### src/hw/rtl/cmb_pkg.sv
// ----------------------------------------------------------------------------
// cmb_pkg: shared types and helpers for the color matrix blend pipeline
// Pixel layout, register map, configuration bundle and the divide-by-255
// helper used by the mapping stages.
// ----------------------------------------------------------------------------
package cmb_pkg;

	localparam int CH_W      = 8;
	localparam int NUM_COLOR = 3;
	localparam int WGT_W     = 24;
	localparam int STR_W     = 9;
	localparam int PROD_W    = 16;
	localparam int SUM_W     = 18;
	localparam int ADDR_W    = 4;
	localparam int DATA_W    = 32;

	// channel positions inside a pixel word, lowest byte first
	localparam int CH_RED   = 0;
	localparam int CH_GREEN = 1;
	localparam int CH_BLUE  = 2;
	localparam int CH_ALPHA = 3;

	localparam logic [WGT_W-1:0] RED_W_RESET   = 24'h0000FF;
	localparam logic [WGT_W-1:0] GREEN_W_RESET = 24'h00FF00;
	localparam logic [WGT_W-1:0] BLUE_W_RESET  = 24'hFF0000;
	localparam logic [STR_W-1:0] STR_RESET     = 9'd0;
	localparam logic [STR_W-1:0] STRENGTH_ONE  = 9'd256;
	localparam logic [CH_W-1:0]  CH_MAX        = 8'd255;

	typedef enum logic [1:0] {
		REG_RED_W   = 2'd0,
		REG_GREEN_W = 2'd1,
		REG_BLUE_W  = 2'd2,
		REG_STRENGTH = 2'd3
	} reg_idx_t;

	typedef logic [3:0][CH_W-1:0] pix_t;

	typedef struct packed {
		logic [WGT_W-1:0] red_w;
		logic [WGT_W-1:0] green_w;
		logic [WGT_W-1:0] blue_w;
		logic [STR_W-1:0] strength;
	} cfg_t;

	typedef struct packed {
		pix_t                             src;
		logic [NUM_COLOR-1:0][CH_W-1:0]   mapped;
	} map_t;

	// floor(x / 255) clamped to 255, exact for x < 2^18.
	// x = 256a + b gives x/255 = a + (a+b)/255; the same split once more
	// leaves a single compare against 255.
	function automatic logic [CH_W-1:0] div255_clamp(input logic [SUM_W-1:0] x);
		logic [9:0]  a;
		logic [10:0] t;
		logic [2:0]  c;
		logic [8:0]  cd;
		logic [10:0] q;
		a  = x[17:8];
		t  = 11'(a) + 11'(x[7:0]);
		c  = t[10:8];
		cd = 9'(c) + 9'(t[7:0]);
		q  = 11'(a) + 11'(c) + ((cd >= 9'(CH_MAX)) ? 11'd1 : 11'd0);
		div255_clamp = (q > 11'(CH_MAX)) ? CH_MAX : q[CH_W-1:0];
	endfunction

endpackage

### src/hw/rtl/cmb_regs.sv
// ----------------------------------------------------------------------------
// cmb_regs: configuration register file
// APB-style write/read access to the weight and blend strength registers.
// ----------------------------------------------------------------------------
module cmb_regs (
	input  logic                         clk,
	input  logic                         arst_n,
	input  logic                         psel,
	input  logic                         penable,
	input  logic                         pwrite,
	input  logic [cmb_pkg::ADDR_W-1:0]   paddr,
	input  logic [cmb_pkg::DATA_W-1:0]   pwdata,
	output logic [cmb_pkg::DATA_W-1:0]   prdata,
	output logic                         pready,
	output cmb_pkg::cfg_t                cfg
);

	cmb_pkg::cfg_t     cfg_q;
	cmb_pkg::reg_idx_t idx;
	logic              wr_en;

	assign pready = 1'b1;
	assign idx    = cmb_pkg::reg_idx_t'(paddr[3:2]);
	assign wr_en  = psel & penable & pwrite & pready;
	assign cfg    = cfg_q;

	always_ff @(posedge clk or negedge arst_n) begin
		if (!arst_n) begin
			cfg_q.red_w    <= cmb_pkg::RED_W_RESET;
			cfg_q.green_w  <= cmb_pkg::GREEN_W_RESET;
			cfg_q.blue_w   <= cmb_pkg::BLUE_W_RESET;
			cfg_q.strength <= cmb_pkg::STR_RESET;
		end else if (wr_en) begin
			case (idx)
				cmb_pkg::REG_RED_W:    cfg_q.red_w    <= pwdata[cmb_pkg::WGT_W-1:0];
				cmb_pkg::REG_GREEN_W:  cfg_q.green_w  <= pwdata[cmb_pkg::WGT_W-1:0];
				cmb_pkg::REG_BLUE_W:   cfg_q.blue_w   <= pwdata[cmb_pkg::WGT_W-1:0];
				cmb_pkg::REG_STRENGTH: cfg_q.strength <= pwdata[cmb_pkg::STR_W-1:0];
				default: ;
			endcase
		end
	end

	always_comb begin
		case (idx)
			cmb_pkg::REG_RED_W:    prdata = cmb_pkg::DATA_W'(cfg_q.red_w);
			cmb_pkg::REG_GREEN_W:  prdata = cmb_pkg::DATA_W'(cfg_q.green_w);
			cmb_pkg::REG_BLUE_W:   prdata = cmb_pkg::DATA_W'(cfg_q.blue_w);
			cmb_pkg::REG_STRENGTH: prdata = cmb_pkg::DATA_W'(cfg_q.strength);
			default:               prdata = '0;
		endcase
	end

endmodule

### src/hw/rtl/cmb_map.sv
// ----------------------------------------------------------------------------
// cmb_map: color matrix stages
// Three stages: weight products, per-lane sums, divide by 255 with clamp.
// ----------------------------------------------------------------------------
module cmb_map (
	input  logic           clk,
	input  logic           arst_n,
	input  cmb_pkg::cfg_t  cfg,
	input  logic           in_valid,
	output logic           in_ready,
	input  cmb_pkg::pix_t  in_pix,
	output logic           out_valid,
	input  logic           out_ready,
	output cmb_pkg::map_t  out_map
);

	logic v_s1, v_s2, v_s3;
	logic adv1, adv2, adv3;

	cmb_pkg::pix_t pix_s1, pix_s2, pix_s3;
	logic [cmb_pkg::NUM_COLOR-1:0][cmb_pkg::NUM_COLOR-1:0][cmb_pkg::PROD_W-1:0] prod_d, prod_s1;
	logic [cmb_pkg::NUM_COLOR-1:0][cmb_pkg::SUM_W-1:0] sum_d, sum_s2;
	logic [cmb_pkg::NUM_COLOR-1:0][cmb_pkg::CH_W-1:0]  map_d, map_s3;

	// a stage moves when its successor is empty or moving
	assign adv3     = !v_s3 || out_ready;
	assign adv2     = !v_s2 || adv3;
	assign adv1     = !v_s1 || adv2;
	assign in_ready = adv1;

	// lane l of each weight register feeds output channel l
	always_comb begin
		for (int l = 0; l < cmb_pkg::NUM_COLOR; l++) begin
			prod_d[l][cmb_pkg::CH_RED] =
				cmb_pkg::PROD_W'(in_pix[cmb_pkg::CH_RED]) *
				cmb_pkg::PROD_W'(cfg.red_w[l*cmb_pkg::CH_W +: cmb_pkg::CH_W]);
			prod_d[l][cmb_pkg::CH_GREEN] =
				cmb_pkg::PROD_W'(in_pix[cmb_pkg::CH_GREEN]) *
				cmb_pkg::PROD_W'(cfg.green_w[l*cmb_pkg::CH_W +: cmb_pkg::CH_W]);
			prod_d[l][cmb_pkg::CH_BLUE] =
				cmb_pkg::PROD_W'(in_pix[cmb_pkg::CH_BLUE]) *
				cmb_pkg::PROD_W'(cfg.blue_w[l*cmb_pkg::CH_W +: cmb_pkg::CH_W]);
		end
	end

	always_comb begin
		for (int l = 0; l < cmb_pkg::NUM_COLOR; l++) begin
			sum_d[l] = cmb_pkg::SUM_W'(prod_s1[l][cmb_pkg::CH_RED])
			         + cmb_pkg::SUM_W'(prod_s1[l][cmb_pkg::CH_GREEN])
			         + cmb_pkg::SUM_W'(prod_s1[l][cmb_pkg::CH_BLUE]);
		end
	end

	always_comb begin
		for (int l = 0; l < cmb_pkg::NUM_COLOR; l++) begin
			map_d[l] = cmb_pkg::div255_clamp(sum_s2[l]);
		end
	end

	always_ff @(posedge clk or negedge arst_n) begin
		if (!arst_n) begin
			v_s1 <= 1'b0;
			v_s2 <= 1'b0;
			v_s3 <= 1'b0;
		end else begin
			if (adv1) v_s1 <= in_valid;
			if (adv2) v_s2 <= v_s1;
			if (adv3) v_s3 <= v_s2;
		end
	end

	always_ff @(posedge clk) begin
		if (adv1 && in_valid) begin
			pix_s1  <= in_pix;
			prod_s1 <= prod_d;
		end
		if (adv2 && v_s1) begin
			pix_s2 <= pix_s1;
			sum_s2 <= sum_d;
		end
		if (adv3 && v_s2) begin
			pix_s3 <= pix_s2;
			map_s3 <= map_d;
		end
	end

	assign out_valid      = v_s3;
	assign out_map.src    = pix_s3;
	assign out_map.mapped = map_s3;

endmodule

### src/hw/rtl/cmb_blend.sv
// ----------------------------------------------------------------------------
// cmb_blend: blend stages
// Two stages: scaled magnitude of (mapped - src), then the signed step
// toward the mapped value. Truncation is on the magnitude, i.e. toward zero.
// ----------------------------------------------------------------------------
module cmb_blend (
	input  logic           clk,
	input  logic           arst_n,
	input  cmb_pkg::cfg_t  cfg,
	input  logic           in_valid,
	output logic           in_ready,
	input  cmb_pkg::map_t  in_map,
	output logic           out_valid,
	input  logic           out_ready,
	output cmb_pkg::pix_t  out_pix
);

	logic v_s4, v_s5;
	logic adv4, adv5;
	logic [cmb_pkg::STR_W-1:0] str_sat;

	cmb_pkg::pix_t pix_s4, pix_d, pix_s5;
	logic [cmb_pkg::NUM_COLOR-1:0]                    up_d, up_s4;
	logic [cmb_pkg::NUM_COLOR-1:0][cmb_pkg::PROD_W-1:0] mag_d, mag_s4;
	logic [cmb_pkg::NUM_COLOR-1:0][cmb_pkg::CH_W-1:0]   diff;
	logic [cmb_pkg::NUM_COLOR-1:0][cmb_pkg::PROD_W:0]   mag_full;
	logic [cmb_pkg::NUM_COLOR-1:0][cmb_pkg::CH_W-1:0]   step;

	assign adv5     = !v_s5 || out_ready;
	assign adv4     = !v_s4 || adv5;
	assign in_ready = adv4;

	// strengths above one saturate to full mapping
	assign str_sat = (cfg.strength > cmb_pkg::STRENGTH_ONE) ? cmb_pkg::STRENGTH_ONE
	                                                        : cfg.strength;

	always_comb begin
		for (int l = 0; l < cmb_pkg::NUM_COLOR; l++) begin
			up_d[l]     = in_map.mapped[l] >= in_map.src[l];
			diff[l]     = up_d[l] ? (in_map.mapped[l] - in_map.src[l])
			                      : (in_map.src[l] - in_map.mapped[l]);
			mag_full[l] = (cmb_pkg::PROD_W+1)'(diff[l]) * (cmb_pkg::PROD_W+1)'(str_sat);
			// at most 255 * 256, fits the narrower register
			mag_d[l]    = mag_full[l][cmb_pkg::PROD_W-1:0];
		end
	end

	always_comb begin
		pix_d = pix_s4;
		for (int l = 0; l < cmb_pkg::NUM_COLOR; l++) begin
			step[l]  = mag_s4[l][cmb_pkg::PROD_W-1:cmb_pkg::CH_W];
			pix_d[l] = up_s4[l] ? (pix_s4[l] + step[l]) : (pix_s4[l] - step[l]);
		end
	end

	always_ff @(posedge clk or negedge arst_n) begin
		if (!arst_n) begin
			v_s4 <= 1'b0;
			v_s5 <= 1'b0;
		end else begin
			if (adv4) v_s4 <= in_valid;
			if (adv5) v_s5 <= v_s4;
		end
	end

	always_ff @(posedge clk) begin
		if (adv4 && in_valid) begin
			pix_s4 <= in_map.src;
			up_s4  <= up_d;
			mag_s4 <= mag_d;
		end
		if (adv5 && v_s4) begin
			pix_s5 <= pix_d;
		end
	end

	assign out_valid = v_s5;
	assign out_pix   = pix_s5;

endmodule

### src/hw/rtl/color_matrix_blend_pixel.sv
// ----------------------------------------------------------------------------
// color_matrix_blend_pixel: RGBA8 color matrix with blend toward mapped color
//
//   channel   dir   handshake           payload
//   s_*       in    s_tvalid/s_tready   s_tdata = red, green, blue, alpha
//   m_*       out   m_tvalid/m_tready   m_tdata = red, green, blue, alpha
//   apb       in    psel/penable        weights and blend strength, 4 regs
//
// One pixel per clock sustained while m_tready stays high; the datapath has five
// register stages (products, sums, divide by 255, blend product, step).
// Each stage has its own valid bit and advances when the next one is empty
// or moving, so a stall at m_tready fills bubbles before it backs up s_tready.
// Reset clears all valid bits and loads the identity matrix with zero blend.
// ----------------------------------------------------------------------------
module color_matrix_blend_pixel (
	input  logic                         clk,
	input  logic                         arst_n,
	input  logic                         s_tvalid,
	output logic                         s_tready,
	input  logic [31:0]                  s_tdata,   // in_red, in_green, in_blue, in_alpha
	output logic                         m_tvalid,
	input  logic                         m_tready,
	output logic [31:0]                  m_tdata,   // out_red, out_green, out_blue, out_alpha
	input  logic                         psel,
	input  logic                         penable,
	input  logic                         pwrite,
	input  logic [cmb_pkg::ADDR_W-1:0]   paddr,
	input  logic [cmb_pkg::DATA_W-1:0]   pwdata,
	output logic [cmb_pkg::DATA_W-1:0]   prdata,
	output logic                         pready
);

	cmb_pkg::cfg_t cfg;
	cmb_pkg::map_t map;
	cmb_pkg::pix_t out_pix;
	logic          map_valid, map_ready;

	cmb_regs u_regs (
		.clk     (clk),
		.arst_n  (arst_n),
		.psel    (psel),
		.penable (penable),
		.pwrite  (pwrite),
		.paddr   (paddr),
		.pwdata  (pwdata),
		.prdata  (prdata),
		.pready  (pready),
		.cfg     (cfg)
	);

	cmb_map u_map (
		.clk       (clk),
		.arst_n    (arst_n),
		.cfg       (cfg),
		.in_valid  (s_tvalid),
		.in_ready  (s_tready),
		.in_pix    (cmb_pkg::pix_t'(s_tdata)),
		.out_valid (map_valid),
		.out_ready (map_ready),
		.out_map   (map)
	);

	cmb_blend u_blend (
		.clk       (clk),
		.arst_n    (arst_n),
		.cfg       (cfg),
		.in_valid  (map_valid),
		.in_ready  (map_ready),
		.in_map    (map),
		.out_valid (m_tvalid),
		.out_ready (m_tready),
		.out_pix   (out_pix)
	);

	assign m_tdata = out_pix;

endmodule

### config.mk
export PLATFORM = sky130hd
export DESIGN_NAME = color_matrix_blend_pixel
export DESIGN_NICKNAME = d
export VERILOG_FILES = /design/src/hw/rtl/cmb_pkg.sv /design/src/hw/rtl/cmb_regs.sv /design/src/hw/rtl/cmb_map.sv /design/src/hw/rtl/cmb_blend.sv /design/src/hw/rtl/color_matrix_blend_pixel.sv
export SDC_FILE = /design/constraint.sdc
export NUM_CORES = 2
export LEC_CHECK = 0
export BUFFER_PORTS_ARGS = -buffer_cell sky130_fd_sc_hd__clkbuf_2
export CAP_MARGIN = 20
export CORE_ASPECT_RATIO = 2
export CORE_UTILIZATION = 35
export CTS_CLUSTER_DIAMETER = 40
export DETAILED_ROUTE_END_ITERATION = 8
export SKIP_LAST_GASP = 1
export SLEW_MARGIN = 10
export SYNTH_ARGS = -nofsm -noshare
export SYNTH_HDL_FRONTEND = slang
export SYNTH_HIERARCHICAL = 1
export SYNTH_SLANG_ARGS = --single-unit
export TNS_END_PERCENT = 10
### constraint.sdc
create_clock -name clk -period 7.4 [get_ports clk]
set_input_delay 0.74 -clock clk [delete_from_list [all_inputs] [get_ports clk]]
set_output_delay 0.74 -clock clk [all_outputs]
set_load 0.01 [all_outputs]
* Word level (Yosys, flattened, before mapping)
Index checks and enable logic that the tools add are counted.
** Storage, ports and cells
- Register bits after elaboration :: 519
- Bits of input ports :: 75
- Output and inout bits :: 67
- Word-level logic and storage cells :: 136
** Cells by class
- Add/subtract/negate cells :: 30
- Multiply operators :: 12
- $lt $le $gt $ge :: 10
- Equality and inequality tests :: 3
- Mux-type cells :: 11
- Bitwise operators :: 2
- Reductions and logical operators :: 20
** Operators with widths (count)
- 8-bit by 8-bit multiplier with 16-bit output :: 9
- 32-bit case mux with 4 select lines :: 1
- 8-bit subtractor :: 9
- 18-bit by 16-bit adder with 18-bit output :: 3
- 16-bit by 16-bit adder with 17-bit output :: 3
- 8-bit by 9-bit multiplier with 16-bit output :: 3
- 8-bit 2-to-1 mux :: 6
- 10-bit by 3-bit adder with 11-bit output :: 3
- 10-bit by 8-bit adder with 11-bit output :: 3
- 11-bit adder :: 3
- 11-bit by 8-bit > comparator with 1-bit output (second input constant) :: 3
- 3-bit by 8-bit adder with 9-bit output :: 3
- 9-bit by 8-bit >= comparator with 1-bit output (second input constant) :: 3
- 8-bit adder :: 3
- 8-bit >= comparator :: 3
- 9-bit > comparator (second input constant) :: 1
- 9-bit 2-to-1 mux :: 1
- 2-bit AND reduction :: 4
- 1-bit logical AND :: 5
- 1-bit zero test :: 5
- 1-bit logical OR :: 5
- 2-bit equality test (second input constant) :: 2
- 1-bit 2-to-1 mux :: 3
- 1-bit bitwise AND :: 2
- 2 further kinds :: 2

* Logic depth before layout (Yosys ltp)
- Depth after elaboration :: 7
- Mapped depth :: 32
- Depth with buffers taken out :: 30

* Cells and area by module
The synthesis kept the hierarchy.
** By module, submodules not included
- cmb_map :: instances 1, cells an instance 3089, area an instance 32984.1 um^2, seq. area each 9624.2 um^2
- cmb_blend :: instances 1, cells an instance 1333, area an instance 12519.5 um^2, seq. area each 2782.7 um^2
- cmb_regs :: instances 1, cells an instance 250, area an instance 3766.1 um^2, seq. area each 2057.0 um^2

* Worst setup path after synthesis
No wires, ideal clock.
- Path kind :: register -> register
- Start point :: register u_map.map_s3, in the netlist u_map/out_map[16]
- End point :: register u_blend/mag_s4[46] (netlist name) (data pin)
- Library setup time :: 0.258 ns
- Arrival time :: 6.313 ns
- Required time :: 7.142 ns
- Path slack :: 0.830 ns
- Stages on the path, launching flop included :: 29
- Path buffers :: 2
- Clock period less this slack :: 6.570 ns
- Cells stage by stage :: edfxtp_1 inv_1 ha_1 inv_1 fa_1 a21oi_1 o21a_1 o21ai_2 a21oi_2 buf_6 inv_2 and2_1 a221oi_4 buf_6 nand4_1 o311ai_1 fa_1 fa_1 fa_1 inv_1 fa_1 inv_1 ha_1 a211oi_1 a31o_2 a31oi_2 a211o_1 a21oi_2 xnor2_1
** RTL lines
- start, declared :: RTL line cmb_map.sv:23 : logic [cmb_pkg::NUM_COLOR-1:0][cmb_pkg::CH_W-1:0] map_d, map_s3;
- start signal, assigned :: RTL line cmb_map.sv:83 : map_s3 <= map_d;
- end signal, assigned :: RTL line cmb_blend.sv:70 : mag_s4 <= mag_d;
- end, declared :: RTL line cmb_blend.sv:24 : logic [cmb_pkg::NUM_COLOR-1:0][cmb_pkg::PROD_W-1:0] mag_d, mag_s4;

==> flow_summary_export.csv <==
group,metric,value,unit
outcome,status,"finished clean",
clocking,cts_tree,"done",
synth,synth.most_common_cell,"inv_1",
min_path,min-delay-start,"s_tdata[29]",
worst_setup_path,r2r_slack,0.42,ns
finish,final_layout_size_suffix_gt1_share,10.4,%
drt,detail-route-antenna-nets,0,
worst_setup_path,critPathLaunchType,"flip-flop",
min_path,min_path_type,"in2reg",
worst_setup_path,cp.arrival,7.41,ns
worst_setup_path,r2r_end,"u_blend/mag_s4[46]",
worst_setup_path,reg2reg_from,"u_map/out_map[16]",
synth,ys_seq_area_share,29.4,%
worst_setup_path,path_buf_inv,6,
clocking,cts_buffers,70,
global_route,grt_pass1_wl,197000,microns
drt,wl_per_cell,18.8,microns
drt,drtIter0Drc,1355,
synth,ys_ff_latch,495,
place,port_buffers,122,
global_route,grtUsageTotal,18.2,%
synth,ys.flop_type,"edfxtp_1",
floorplan,io_pins,142,
drt,drt-pass1-iter-count,5,
min_path,hold_end,"u_map/pix_s1[29]",
timing,clock_skew,0.0221,ns
synth,syn-cell-area,49300,sq um
synth,yosys-top-cells-area,"edfxtp_1 25%, fa_1 21%, ha_1 15%, inv_1 5.6%, and2_1 4.1%",
drt,vias_per_cell,4.99,
place,place.gp.congestion,0.895,
synth,synth_warnings,6,
floorplan,die_area,142000,sq um
floorplan,rows,194,
clocking,htreeDepth,3,
timing,hold_viol,0,
flow_run,maxCapViolCount,0,
global_route,antenna_found_initial,8,
timing,period_minus_slack,6.98,ns
synth,synth_cells,4672,
synth,synthTopCellsByCount,"730 x inv_1, 573 x ha_1, 516 x fa_1, 409 x edfxtp_1, 375 x nand2_1",
timing,setup_viol,0,
clocking,insertion_delay,0.69,ns
timing,finalMaxSlewViolations,0,
worst_setup_path,cp_top_family,"adder cells",
floorplan,die_y,533,microns
finish,area_delta_synth_final,11.3,%
timing,max_freq,0.143,GHz
clocking,cts.sinks,495,
worst_setup_path,cpPeakStageDelay,0.54,ns
finish,post-route-util,39.3,%
timing,period_share,94.4,%
synth,async_flop_share,17.4,%
synth,syn_area_per_cell,10.5,sq um
timing,rsz0062_at_grt,"yes",
floorplan,start_util,35.3,%
worst_setup_path,cp_slowest_cell,"fa_1",
worst_setup_path,ff2ff_path_depth,26,
worst_setup_path,crit_type,"reg2reg",
worst_setup_path,worstPathMaxFanout,11,
worst_setup_path,end_kind,"flip-flop",
synth,synth-edff-count,409,
min_path,hold_path_depth,1,
drt,vias,33700,
floorplan,core_region_area,140000,sq um
worst_setup_path,required,7.83,ns
clocking,cts_root_buf,"clkbuf_16",
worst_setup_path,worst_path_most_repeated_cell,"fa_1",
synth,synthDistinctLibCells,102,
timing,fin_setup_tns,0,ns
finish,num-nets-final,6000,
place,dp_hpwl,101000,microns
clocking,clk_pin_slew,0.06,ns
clocking,cts_max_path_buffers,3,
global_route,grt_max_degree,121,
drt,drc,0,
drt,wl,127000,microns
timing,worst_pin_slew,1.09,ns
global_route,grt_pass1_vias,36100,
timing,relSlewSlack,26.9,%
synth,synth_top_area_share,24.9,%
synth,synth_top_area_cell,"edfxtp_1",
global_route,grt_overflow,0,
floorplan,fp.dieW,267,microns
-- cell families (layout without fill, tap and decap cells) --
logic type	count (synthesis)	after routing	share of synthesized area (%)
fa+ha+maj	1089	1089	35.5
compound gates	528	528	7.22
xor+xnor	265	265	4.74
other cells	2	13	0.0152
flops	495	495	29.4
mux	125	125	3.18
buf+inv	843	1055	6.65
simple gates	1325	1325	13.3
-- metal layers --
metal / wire [microns] / track usage [%] / up-vias
met2: 73100 / 36.5 / 692
met5: 69 / 0 / -
met4: 6930 / 10.1 / 10
met1: 42500 / 16.9 / 17000
li1: - / - / 15700
met3: 4730 / 2.83 / 286
-- stage by stage --
stage	instances	hold slack (ns)	worst slack, ns	cell area [sq um]
floorplan	4679	0.400	0.830	49300
global placement	6618	0.401	0.125	52200
detailed placement	6618	0.405	0.0541	52200
CTS	6746	0.180	0.0261	54700
global route	6754	0.191	-0.0564	54800
finish	6757	0.231	0.416	54800
-- registers in the layout, indices dropped and copies added, names as in the netlist, 3 cells and up --
register and flops:
u_blend/mag_s4 24, u_map/pix_s1 32, u_blend/out_pix 32, u_map/sum_s2 54, u_blend/pix_d 8, u_blend/pix_s4 24
u_blend/up_s4 3, u_regs/cfg 81, u_map/prod_s1 144, u_map/pix_s2 32, u_map/out_map 56
-- layout by cell type (no fill, tap or decap), drive strengths merged, types with 23 or more instances in the layout --
cell type / instances
inv: 758
ha: 573
fa: 516
edfxtp: 409
nand2: 375
and2: 326
nor2: 290
xnor2: 202
clkbuf: 195
a21oi: 151
o21ai: 103
mux2: 89
buf: 71
nand2b: 67
xor2: 63
nor3: 63
dfrtp: 62
nor2b: 57
o21a: 49
a21o: 47
nand3: 35
a31oi: 31
and3: 27
mux2i: 27
dfstp: 24
or2: 23
-- final cells by class --
class / count / area (sq um)
fillers: 13700 / 84700
multi-input cells: 3341 / 31600
flip-flops and latches: 495 / 14500
inverters: 735 / 2760
well taps: 1862 / 2330
clock buffers: 74 / 1800
repair buffers: 193 / 1160
clock inverters: 53 / 698
diodes: 4 / 10.0
-- what timing repair did --
action                     CTS  global route
setup endpoints to repair    0             8
buffers inserted             0             7
gates resized for setup      0             7
hold buffers                 1             0
hold endpoints to repair    15             0
-- how the worst max path moves through the flow --
stage,start,to,depth (start not counted)
after detailed placement,u_map/out_map[16],u_blend/mag_s4[46],27
after floorplan,u_map/out_map[16],u_blend/mag_s4[46],28
after CTS,u_map/out_map[16],u_blend/mag_s4[46],27
after global placement,u_map/out_map[16],u_blend/mag_s4[46],27
after global routing,u_map/out_map[16],u_blend/mag_s4[46],28
final,u_map/out_map[16],u_blend/mag_s4[46],26
Power is left out: the tool's default activity adds up to more than one toggle a clock period on the data nets, which glitch-free logic cannot reach.
